## config.mk

```make
export PLATFORM = sky130hd
export DESIGN_NAME = rudder_servo_pwm_output
export DESIGN_NICKNAME = d
export VERILOG_FILES = /design/src/design/rsp_pkg.sv /design/src/design/rudder_servo_pwm_output.sv /design/src/design/rsp_pulse_map.sv /design/src/design/rsp_period_timer.sv
export SDC_FILE = /design/constraint.sdc
export NUM_CORES = 1
export LEC_CHECK = 0
export BUFFER_PORTS_ARGS = -buffer_cell sky130_fd_sc_hd__buf_2
export CORE_MARGIN = 2
export CORE_UTILIZATION = 30
export CTS_BUF_LIST = sky130_fd_sc_hd__clkbuf_16
export DETAILED_ROUTE_END_ITERATION = 10
export HOLD_SLACK_MARGIN = 0.1
export PLACE_DENSITY_LB_ADDON = 0.2
export SLEW_MARGIN = 0
export SYNTH_ARGS = -nofsm -noshare
export SYNTH_HDL_FRONTEND = slang
export SYNTH_HIERARCHICAL = 1
export SYNTH_SLANG_ARGS = --single-unit
export TNS_END_PERCENT = 30
```

## constraint.sdc

```tcl
create_clock -name clk -period 11.79 [get_ports clk]
set_clock_uncertainty 0.05 [all_clocks]
set_input_delay 2.358 -clock clk [delete_from_list [all_inputs] [get_ports clk]]
set_output_delay 2.358 -clock clk [all_outputs]
set_load 0.01 [all_outputs]
```

## src/design/rsp_pkg.sv

```systemverilog
// ----------------------------------------------------------------------------
// rsp_pkg
// Shared types and constants for the rudder servo pulse generator.
// ----------------------------------------------------------------------------
package rsp_pkg;

    // Item operation codes.
    typedef enum logic [1:0] {
        OP_TICK     = 2'd0,
        OP_SET      = 2'd1,
        OP_RAW      = 2'd2,
        OP_REASSERT = 2'd3
    } op_t;

    // Configuration register indexes.
    localparam int CFG_IDX_W = 3;
    localparam logic [CFG_IDX_W-1:0] REG_PERIOD  = 3'd0;
    localparam logic [CFG_IDX_W-1:0] REG_NEUTRAL = 3'd1;
    localparam logic [CFG_IDX_W-1:0] REG_MIN     = 3'd2;
    localparam logic [CFG_IDX_W-1:0] REG_MAX     = 3'd3;
    localparam logic [CFG_IDX_W-1:0] REG_REVERSE = 3'd4;

    // Register reset values.
    localparam logic [15:0] PERIOD_RESET  = 16'd20000;
    localparam logic [11:0] NEUTRAL_RESET = 12'd1516;
    localparam logic [11:0] MIN_RESET     = 12'd1195;
    localparam logic [11:0] MAX_RESET     = 12'd1805;
    localparam logic        REVERSE_RESET = 1'b1;

    // Pulse width after reset, the home position.
    localparam logic [11:0] HOME_PULSE = 12'd1805;

    // Steering limits in Q2.14.
    localparam logic signed [15:0] STEER_ONE     = 16'sd16384;
    localparam logic signed [15:0] STEER_NEG_ONE = -16'sd16384;

    // Raw pulse limits in microseconds.
    localparam logic [15:0] RAW_LOW  = 16'd400;
    localparam logic [15:0] RAW_HIGH = 16'd2600;

    // Mapping accumulator width and the rounding constant for the 14-bit shift.
    localparam int ACC_W = 30;
    localparam logic signed [ACC_W-1:0] ROUND_HALF = 30'sd8192;

    // Mapping settings handed to the pulse mapper.
    typedef struct packed {
        logic [11:0] neutral;
        logic [11:0] min_p;
        logic [11:0] max_p;
        logic        reverse;
    } map_cfg_t;

    // Status of the tick being processed.
    typedef struct packed {
        logic level;
        logic start;
    } tick_stat_t;

endpackage

```

## src/design/rudder_servo_pwm_output.sv

```systemverilog
// A request passes from the input register through the mapping logic into the
// result register.
// Throughput: one request per cycle; a stalled result holds the input register.
// Reset: registers return to their defaults, steering homes to minus one,
// both compare registers to 1805 us and the period counter to zero.
// ----------------------------------------------------------------------------
// rudder_servo_pwm_output
// Single-channel servo pulse generator with steering, raw, reassert and tick requests.
// ----------------------------------------------------------------------------
module rudder_servo_pwm_output import rsp_pkg::*; #(
    parameter int COUNT_BITS = 16,
    parameter int PULSE_BITS = 12
) (
    input  logic                 clk,
    input  logic                 rst_n,
    input  logic                 in_valid,
    output logic                 in_stall,
    input  logic [1:0]           op,
    input  logic signed [15:0]   steer_value,
    input  logic [15:0]          raw_pulse,
    output logic                 out_valid,
    input  logic                 out_stall,
    output logic                 pwm_out,
    output logic                 period_start,
    output logic [11:0]          pending_pulse,
    output logic signed [15:0]   steer_now,
    input  logic                 cfg_valid,
    output logic                 cfg_ready,
    input  logic [CFG_IDX_W-1:0] cfg_index,
    input  logic [15:0]          cfg_data
);

    // Configuration registers.
    logic [15:0] period_reg;
    map_cfg_t    map_cfg_reg;

    // Input register.
    logic               s1_valid_reg;
    op_t                s1_op_reg;
    logic signed [15:0] s1_steer_reg;
    logic [15:0]        s1_raw_reg;

    // Block state.
    logic signed [15:0]    steer_reg;
    logic signed [15:0]    steer_next;
    logic [PULSE_BITS-1:0] shadow_reg;
    logic [PULSE_BITS-1:0] shadow_next;

    // Result register.
    logic               out_valid_reg;
    logic               pwm_reg;
    logic               start_reg;
    logic [11:0]        pending_reg;
    logic signed [15:0] steer_out_reg;

    logic                  advance;
    logic                  fire;
    logic signed [15:0]    steer_clamp;
    logic signed [15:0]    map_in;
    logic [PULSE_BITS-1:0] map_pulse;
    logic [15:0]           raw_clamp;
    logic                  is_tick;
    tick_stat_t            tick_stat;

    // The pipeline moves whenever the result register is free or being taken.
    assign advance   = !out_valid_reg || !out_stall;
    assign fire      = s1_valid_reg && advance;
    assign in_stall  = s1_valid_reg && !advance;
    assign cfg_ready = 1'b1;

    // Configuration writes.
    always_ff @(posedge clk or negedge rst_n)
    begin
        if (!rst_n)
        begin
            period_reg          <= PERIOD_RESET;
            map_cfg_reg.neutral <= NEUTRAL_RESET;
            map_cfg_reg.min_p   <= MIN_RESET;
            map_cfg_reg.max_p   <= MAX_RESET;
            map_cfg_reg.reverse <= REVERSE_RESET;
        end
        else if (cfg_valid && cfg_ready)
        begin
            case (cfg_index)
                REG_PERIOD:  period_reg          <= cfg_data;
                REG_NEUTRAL: map_cfg_reg.neutral <= cfg_data[11:0];
                REG_MIN:     map_cfg_reg.min_p   <= cfg_data[11:0];
                REG_MAX:     map_cfg_reg.max_p   <= cfg_data[11:0];
                REG_REVERSE: map_cfg_reg.reverse <= cfg_data[0];
                default:     ;
            endcase
        end
    end

    // Input register control.
    always_ff @(posedge clk or negedge rst_n)
    begin
        if (!rst_n)
        begin
            s1_valid_reg <= 1'b0;
        end
        else if (!in_stall)
        begin
            s1_valid_reg <= in_valid;
        end
    end

    // Input register payload.
    always_ff @(posedge clk)
    begin
        if (in_valid && !in_stall)
        begin
            s1_op_reg    <= op_t'(op);
            s1_steer_reg <= steer_value;
            s1_raw_reg   <= raw_pulse;
        end
    end

    // Clamp the requested steering to plus or minus one.
    always_comb
    begin
        if (s1_steer_reg < STEER_NEG_ONE)
        begin
            steer_clamp = STEER_NEG_ONE;
        end
        else if (s1_steer_reg > STEER_ONE)
        begin
            steer_clamp = STEER_ONE;
        end
        else
        begin
            steer_clamp = s1_steer_reg;
        end
    end

    // Clamp the raw pulse to the fixed raw range of 400 to 2600 us.
    always_comb
    begin
        if (s1_raw_reg < RAW_LOW)
        begin
            raw_clamp = RAW_LOW;
        end
        else if (s1_raw_reg > RAW_HIGH)
        begin
            raw_clamp = RAW_HIGH;
        end
        else
        begin
            raw_clamp = s1_raw_reg;
        end
    end

    // A set request maps its new value; a reassert maps the stored one.
    assign map_in = (s1_op_reg == OP_SET) ? steer_clamp : steer_reg;

    rsp_pulse_map #(
        .PULSE_BITS(PULSE_BITS)
    ) u_map (
        .steer(map_in),
        .cfg  (map_cfg_reg),
        .pulse(map_pulse)
    );

    // Next stored steering and shadow compare.
    always_comb
    begin
        steer_next  = steer_reg;
        shadow_next = shadow_reg;
        case (s1_op_reg)
            OP_TICK:
            begin
                shadow_next = shadow_reg;
            end
            OP_SET:
            begin
                steer_next  = steer_clamp;
                shadow_next = map_pulse;
            end
            OP_RAW:
            begin
                shadow_next = PULSE_BITS'(raw_clamp);
            end
            OP_REASSERT:
            begin
                shadow_next = map_pulse;
            end
            default:
            begin
                shadow_next = shadow_reg;
            end
        endcase
    end

    always_ff @(posedge clk or negedge rst_n)
    begin
        if (!rst_n)
        begin
            steer_reg  <= STEER_NEG_ONE;
            shadow_reg <= PULSE_BITS'(HOME_PULSE);
        end
        else if (fire)
        begin
            steer_reg  <= steer_next;
            shadow_reg <= shadow_next;
        end
    end

    // Period counter runs on tick requests only.
    assign is_tick = (s1_op_reg == OP_TICK);

    rsp_period_timer #(
        .COUNT_BITS(COUNT_BITS),
        .PULSE_BITS(PULSE_BITS)
    ) u_timer (
        .clk    (clk),
        .rst_n  (rst_n),
        .tick_en(fire && is_tick),
        .period (period_reg),
        .shadow (shadow_reg),
        .stat   (tick_stat)
    );

    // Result register control.
    always_ff @(posedge clk or negedge rst_n)
    begin
        if (!rst_n)
        begin
            out_valid_reg <= 1'b0;
        end
        else if (advance)
        begin
            out_valid_reg <= s1_valid_reg;
        end
    end

    // Result register payload.
    always_ff @(posedge clk)
    begin
        if (fire)
        begin
            pwm_reg       <= is_tick && tick_stat.level;
            start_reg     <= is_tick && tick_stat.start;
            pending_reg   <= shadow_next[11:0];
            steer_out_reg <= steer_next;
        end
    end

    assign out_valid     = out_valid_reg;
    assign pwm_out       = pwm_reg;
    assign period_start  = start_reg;
    assign pending_pulse = pending_reg;
    assign steer_now     = steer_out_reg;

endmodule

```

## src/design/rsp_pulse_map.sv

```systemverilog
// ----------------------------------------------------------------------------
// rsp_pulse_map
// Maps a clamped steering value to a pulse width in microseconds.
// ----------------------------------------------------------------------------
module rsp_pulse_map import rsp_pkg::*; #(
    parameter int PULSE_BITS = 12
) (
    input  logic signed [15:0]           steer,
    input  map_cfg_t                     cfg,
    output logic        [PULSE_BITS-1:0] pulse
);

    localparam logic [15:0] PULSE_MAX = 16'((32'd1 << PULSE_BITS) - 32'd1);

    logic signed [15:0]      v;
    logic signed [12:0]      d;
    logic signed [28:0]      prod;
    logic signed [ACC_W-1:0] acc;
    logic        [15:0]      p;

    // Apply the direction setting; the input is clamped, so negation cannot overflow.
    assign v = cfg.reverse ? -steer : steer;

    // Pick the slope for the half of the range that the value lies in.
    always_comb
    begin
        if (!v[15])
        begin
            d = $signed({1'b0, cfg.max_p}) - $signed({1'b0, cfg.neutral});
        end
        else
        begin
            d = $signed({1'b0, cfg.neutral}) - $signed({1'b0, cfg.min_p});
        end
    end

    // Neutral plus value times slope, with half an LSB added for rounding.
    assign prod = v * d;
    assign acc  = $signed({4'b0, cfg.neutral, 14'b0}) + ACC_W'(prod) + ROUND_HALF;
    assign p    = acc[29:14];

    // Saturate the result to the pulse range.
    always_comb
    begin
        if (acc[ACC_W-1])
        begin
            pulse = '0;
        end
        else if (p > PULSE_MAX)
        begin
            pulse = PULSE_MAX[PULSE_BITS-1:0];
        end
        else
        begin
            pulse = p[PULSE_BITS-1:0];
        end
    end

endmodule

```

## src/design/rsp_period_timer.sv

```systemverilog
// ----------------------------------------------------------------------------
// rsp_period_timer
// Period counter and active compare register of the servo pulse.
// ----------------------------------------------------------------------------
module rsp_period_timer import rsp_pkg::*; #(
    parameter int COUNT_BITS = 16,
    parameter int PULSE_BITS = 12
) (
    input  logic                  clk,
    input  logic                  rst_n,
    input  logic                  tick_en,
    input  logic [15:0]           period,
    input  logic [PULSE_BITS-1:0] shadow,
    output tick_stat_t            stat
);

    localparam int CMP_A = (COUNT_BITS > PULSE_BITS) ? COUNT_BITS : PULSE_BITS;
    localparam int CMP_W = (CMP_A > 16) ? CMP_A : 16;

    logic [COUNT_BITS-1:0] count_reg;
    logic [COUNT_BITS-1:0] count_next;
    logic [PULSE_BITS-1:0] active_reg;
    logic [PULSE_BITS-1:0] active_eff;
    logic [COUNT_BITS-1:0] count_inc;
    logic                  at_zero;

    // The shadow compare takes over at the start of each period.
    assign at_zero    = (count_reg == '0);
    assign active_eff = at_zero ? shadow : active_reg;

    assign stat.start = at_zero;
    assign stat.level = CMP_W'(count_reg) < CMP_W'(active_eff);

    // Advance the counter and wrap at the period end or at the counter limit.
    assign count_inc = count_reg + COUNT_BITS'(1);

    always_comb
    begin
        if ((period == 16'd0) || (CMP_W'(count_inc) >= CMP_W'(period)))
        begin
            count_next = '0;
        end
        else
        begin
            count_next = count_inc;
        end
    end

    // Counter and active compare state.
    always_ff @(posedge clk or negedge rst_n)
    begin
        if (!rst_n)
        begin
            count_reg  <= '0;
            active_reg <= PULSE_BITS'(HOME_PULSE);
        end
        else if (tick_en)
        begin
            count_reg  <= count_next;
            active_reg <= active_eff;
        end
    end

endmodule

```

==> results.txt <==
----------------------------------------------------
[Placed design]
  Gpl congestion ... 0.900
  Post-detail-place hpwl ... 41800 um
  Dpl ws ... 0.0183 ns
  Buffers added on ports ... 89

[STA]
  Worst relative slew slack ... 0.137
  Least setup slack across all paths after layout ... 0.574 ns
  Highest attainable clock frequency ... 0.0892 GHz
  Final period util ... 0.951
  Aggregate negative setup slack ... 0 ns
  Slew at the pin closest to its max-slew limit ... 1.29 ns
  Setup repair after global routing missed its margin ... false
  Shortest period the worst path allows ... 11.22 ns
  Final number of setup-violating endpoints ... 0
  Pins over their slew limit ... 0
  Fin. Hold Viols ... 0

[Logic synthesis]
  Yosys reg bits ... 175
  Register area share after synthesis ... 0.264
  Synth Area in Compound Gates ... 0.119
  Number of flops mapped to enable cells by yosys ... 64
  Simple-gate portion of the synthesized area ... 0.138
  Arithmetic-cell share of the synthesized area counting full adders, half adders and majority gates ... 0.314
  XOR/XNOR share of the synthesized area ... 0.0349
  Async set-or-reset flop fraction in the synthesized netlist ... 0.634
  Largest family of logic cells by synthesized area ... adder cells
  Number of unique standard cell types used by synthesis ... 90
  Mapped Cells ... 1819
  Cell area after technology mapping ... 18000 um^2
  Net count of the mapped netlist ... 2201
  Synth warnings ... 6
  Avg Synthesized Cell Area ... 9.90 um^2
  Proportion of synthesized area in mux cells ... 0.0513
  Main synth FF type ... sky130_fd_sc_hd__dfrtp_1

[Floorplan]
  Die ar. ... 62000 um^2
  Number of core rows ... 89
  Area of the core ... 59100 um^2
  Y dimension of the die ... 249 um
  Starting utilization of the core area ... 0.305
  Total I/O pin count ... 91
  Chip Width ... 249 um

[Worst setup path]
  Most frequent cell on the critical path ... sky130_fd_sc_hd__fa_1
  Type of the worst setup path ... reg2reg
  Worst flop-to-flop path endpoint ... pending_pulse[4]$_DFFE_PP_
  Critical path capture point type ... flop
  Worst path required time ... 11.93 ns
  Delay contributed by the slowest stage of the critical path ... 0.56 ns
  Critical-path top delay cell ... sky130_fd_sc_hd__fa_1
  FF-to-FF path depth ... 34
  Maximum fanout along the worst path ... 23
  Worst Setup Start Kind ... flop
  Beginning of the worst register-to-register path ... s1_op_reg[1]$_DFFE_PP_
  Setup slack of the worst register-to-register path ... 0.57 ns
  Signal arrival time at the worst endpoint ... 11.36 ns

[Global routing]
  Number of antenna violations at the first check in global routing ... 0
  Number of global-route vias before repair ... 14400
  Grt total ovfl ... 0
  Global-route wire length before repair ... 83800 um
  Global-route usage over all layers ... 0.173
  Maximum number of pins on one net before global-route repair ... 64

[Worst hold path]
  Startpoint of the lowest-slack hold path ... steer_reg[15]$_DFFE_PN1P_
  Type of the most critical hold path ... reg2reg
  Worst min-delay path endpoint ... steer_reg[15]$_DFFE_PN1P_
  Hold depth ... 2

[Job]
  Maximum Capacitance Violations ... 0

[Drt]
  DR vias/cell ... 5.10
  Antenna Nets Post-Route ... 0
  Drt drc ... 0
  Routed wire length ... 52000 um
  First-pass DRT Iterations ... 5
  First DRT Iteration DRCs ... 764
  Total number of vias ... 13600
  Average detailed-routed wire length per instance ... 19.5 um

[Clock tree]
  CTS tree ... yes
  Clock-pin transition on the worst setup and hold timing paths ... 0.07 ns
  Clock Tree Root ... sky130_fd_sc_hd__clkbuf_16
  CTS sink count ... 175
  Number of buffers created by CTS ... 17
  Clock latency at the later pin of the worst-skew pair ... 0.46 ns
  Clock H-tree levels ... 4
  Hold-fix buffers, CTS ... 0
  CTS Buffer Depth ... 2

[Finish]
  Layout cells sized above 1 ... 0.161
  Antenna diodes ... 0
  Fill cell total of the finished layout ... 6033
  Flip-flop count of the largest register after layout ... 37
  Most common cell after layout, fill and taps aside ... sky130_fd_sc_hd__inv_1
  Most frequent cells in the layout ... sky130_fd_sc_hd__inv_1 (272), sky130_fd_sc_hd__fa_1 (213), sky130_fd_sc_hd__nand2_1 (161)
  Final layout net count ... 2267
  Syn-to-layout area delta ... 11.4%

[Outcome]
  Result of the run ... finished clean

----------------------------------------------------
[Yosys cell counts, drive strengths merged, types with 18 or more instances]
| cell | count | share of area |
|---|---|---|
| o21a | 28 | 0.012 |
| fa | 213 | 0.24 |
| o21ai | 62 | 0.017 |
| dfstp | 39 | 0.057 |
| nand4 | 34 | 0.012 |
| clkbuf | 63 | 0.013 |
| buf | 26 | 0.0085 |
| a21oi | 60 | 0.017 |
| nand2 | 161 | 0.034 |
| edfxtp | 64 | 0.11 |
| nor3 | 36 | 0.010 |
| mux2 | 59 | 0.037 |
| nand3 | 38 | 0.011 |
| xor2 | 24 | 0.012 |
| a21o | 27 | 0.011 |
| dfrtp | 72 | 0.10 |
| inv | 271 | 0.056 |
| and3 | 18 | 0.0066 |
| nand2b | 22 | 0.0076 |
| nor2 | 97 | 0.020 |
| ha | 111 | 0.077 |
| mux2i | 26 | 0.014 |
| a22o | 25 | 0.012 |
| xnor2 | 47 | 0.023 |
[worst max-delay path by stage]
stage	startpoint	endpoint	slack, ns	depth (start not counted)
3_5_place_dp	s1_op_reg[1]$_DFFE_PP_	pending_pulse[4]$_DFFE_PP_	0.02	34
6_report	s1_op_reg[1]$_DFFE_PP_	pending_pulse[4]$_DFFE_PP_	0.57	34
2_1_floorplan	s1_op_reg[1]$_DFFE_PP_	pending_pulse[4]$_DFFE_PP_	1.69	37
4_1_cts	s1_op_reg[1]$_DFFE_PP_	pending_pulse[4]$_DFFE_PP_	0.03	34
3_3_place_gp	s1_op_reg[1]$_DFFE_PP_	pending_pulse[4]$_DFFE_PP_	0.24	34
5_1_grt	s1_op_reg[1]$_DFFE_PP_	pending_pulse[4]$_DFFE_PP_	0.01	36
[per-layer routing]
metal | vias up | wire length [um] | GRT usage
li1 | 6259 | - | -
met1 | 6965 | 22500 | 0.224
met2 | 327 | 25900 | 0.301
met3 | 66 | 2230 | 0.0232
met4 | 0 | 1290 | 0.0501
met5 | - | 0 | 0
[cell families after synthesis]
kind of cell	after synthesis
compound gates	305
xor+xnor	71
fa+ha+maj	324
buf+inv	361
flops	175
mux	85
other cells	1
simple gates	497
[critical path, delay by kind of cell, from the launching register on]
kind | cells | cell delay [ns]
xor+xnor | 2 | 0.56
fa+ha+maj | 7 | 3.43
simple gates | 5 | 1.03
buf+inv | 6 | 1.04
compound gates | 14 | 4.27
flops | 1 | 0.53
[repair_timing]
action	in CTS	in global routing
pin swaps	1	2
resized for setup	0	3
setup endpoints to repair	1	24
buffers inserted	0	2
gates cloned	0	1
[through the flow]
step / instance area [um^2] / hold WS, ns / util / cells
finish: 20100 / 0.415 / 0.339 / 2671
global route: 20100 / 0.455 / 0.339 / 2671
CTS: 20000 / 0.408 / 0.339 / 2668
detailed placement: 19400 / 0.396 / 0.328 / 2636
global placement: 19400 / 0.396 / 0.328 / 2636
floorplan: 18000 / 0.387 / - / 1819
[area by class of cell]
cell class / count / area [um^2] / area share
clock inverters: 15 / 185 / 0.00923
repair buffers: 135 / 793 / 0.0395
clock buffers: 17 / 425 / 0.0212
flip-flops and latches: 175 / 4750 / 0.237
multi-input cells: 1284 / 11900 / 0.594
well taps: 773 / 967 / 0.0482
inverters: 272 / 1020 / 0.0509
Power is not shown: default switching activity piles up to over one toggle a cycle in this logic, so the estimate is an artifact.
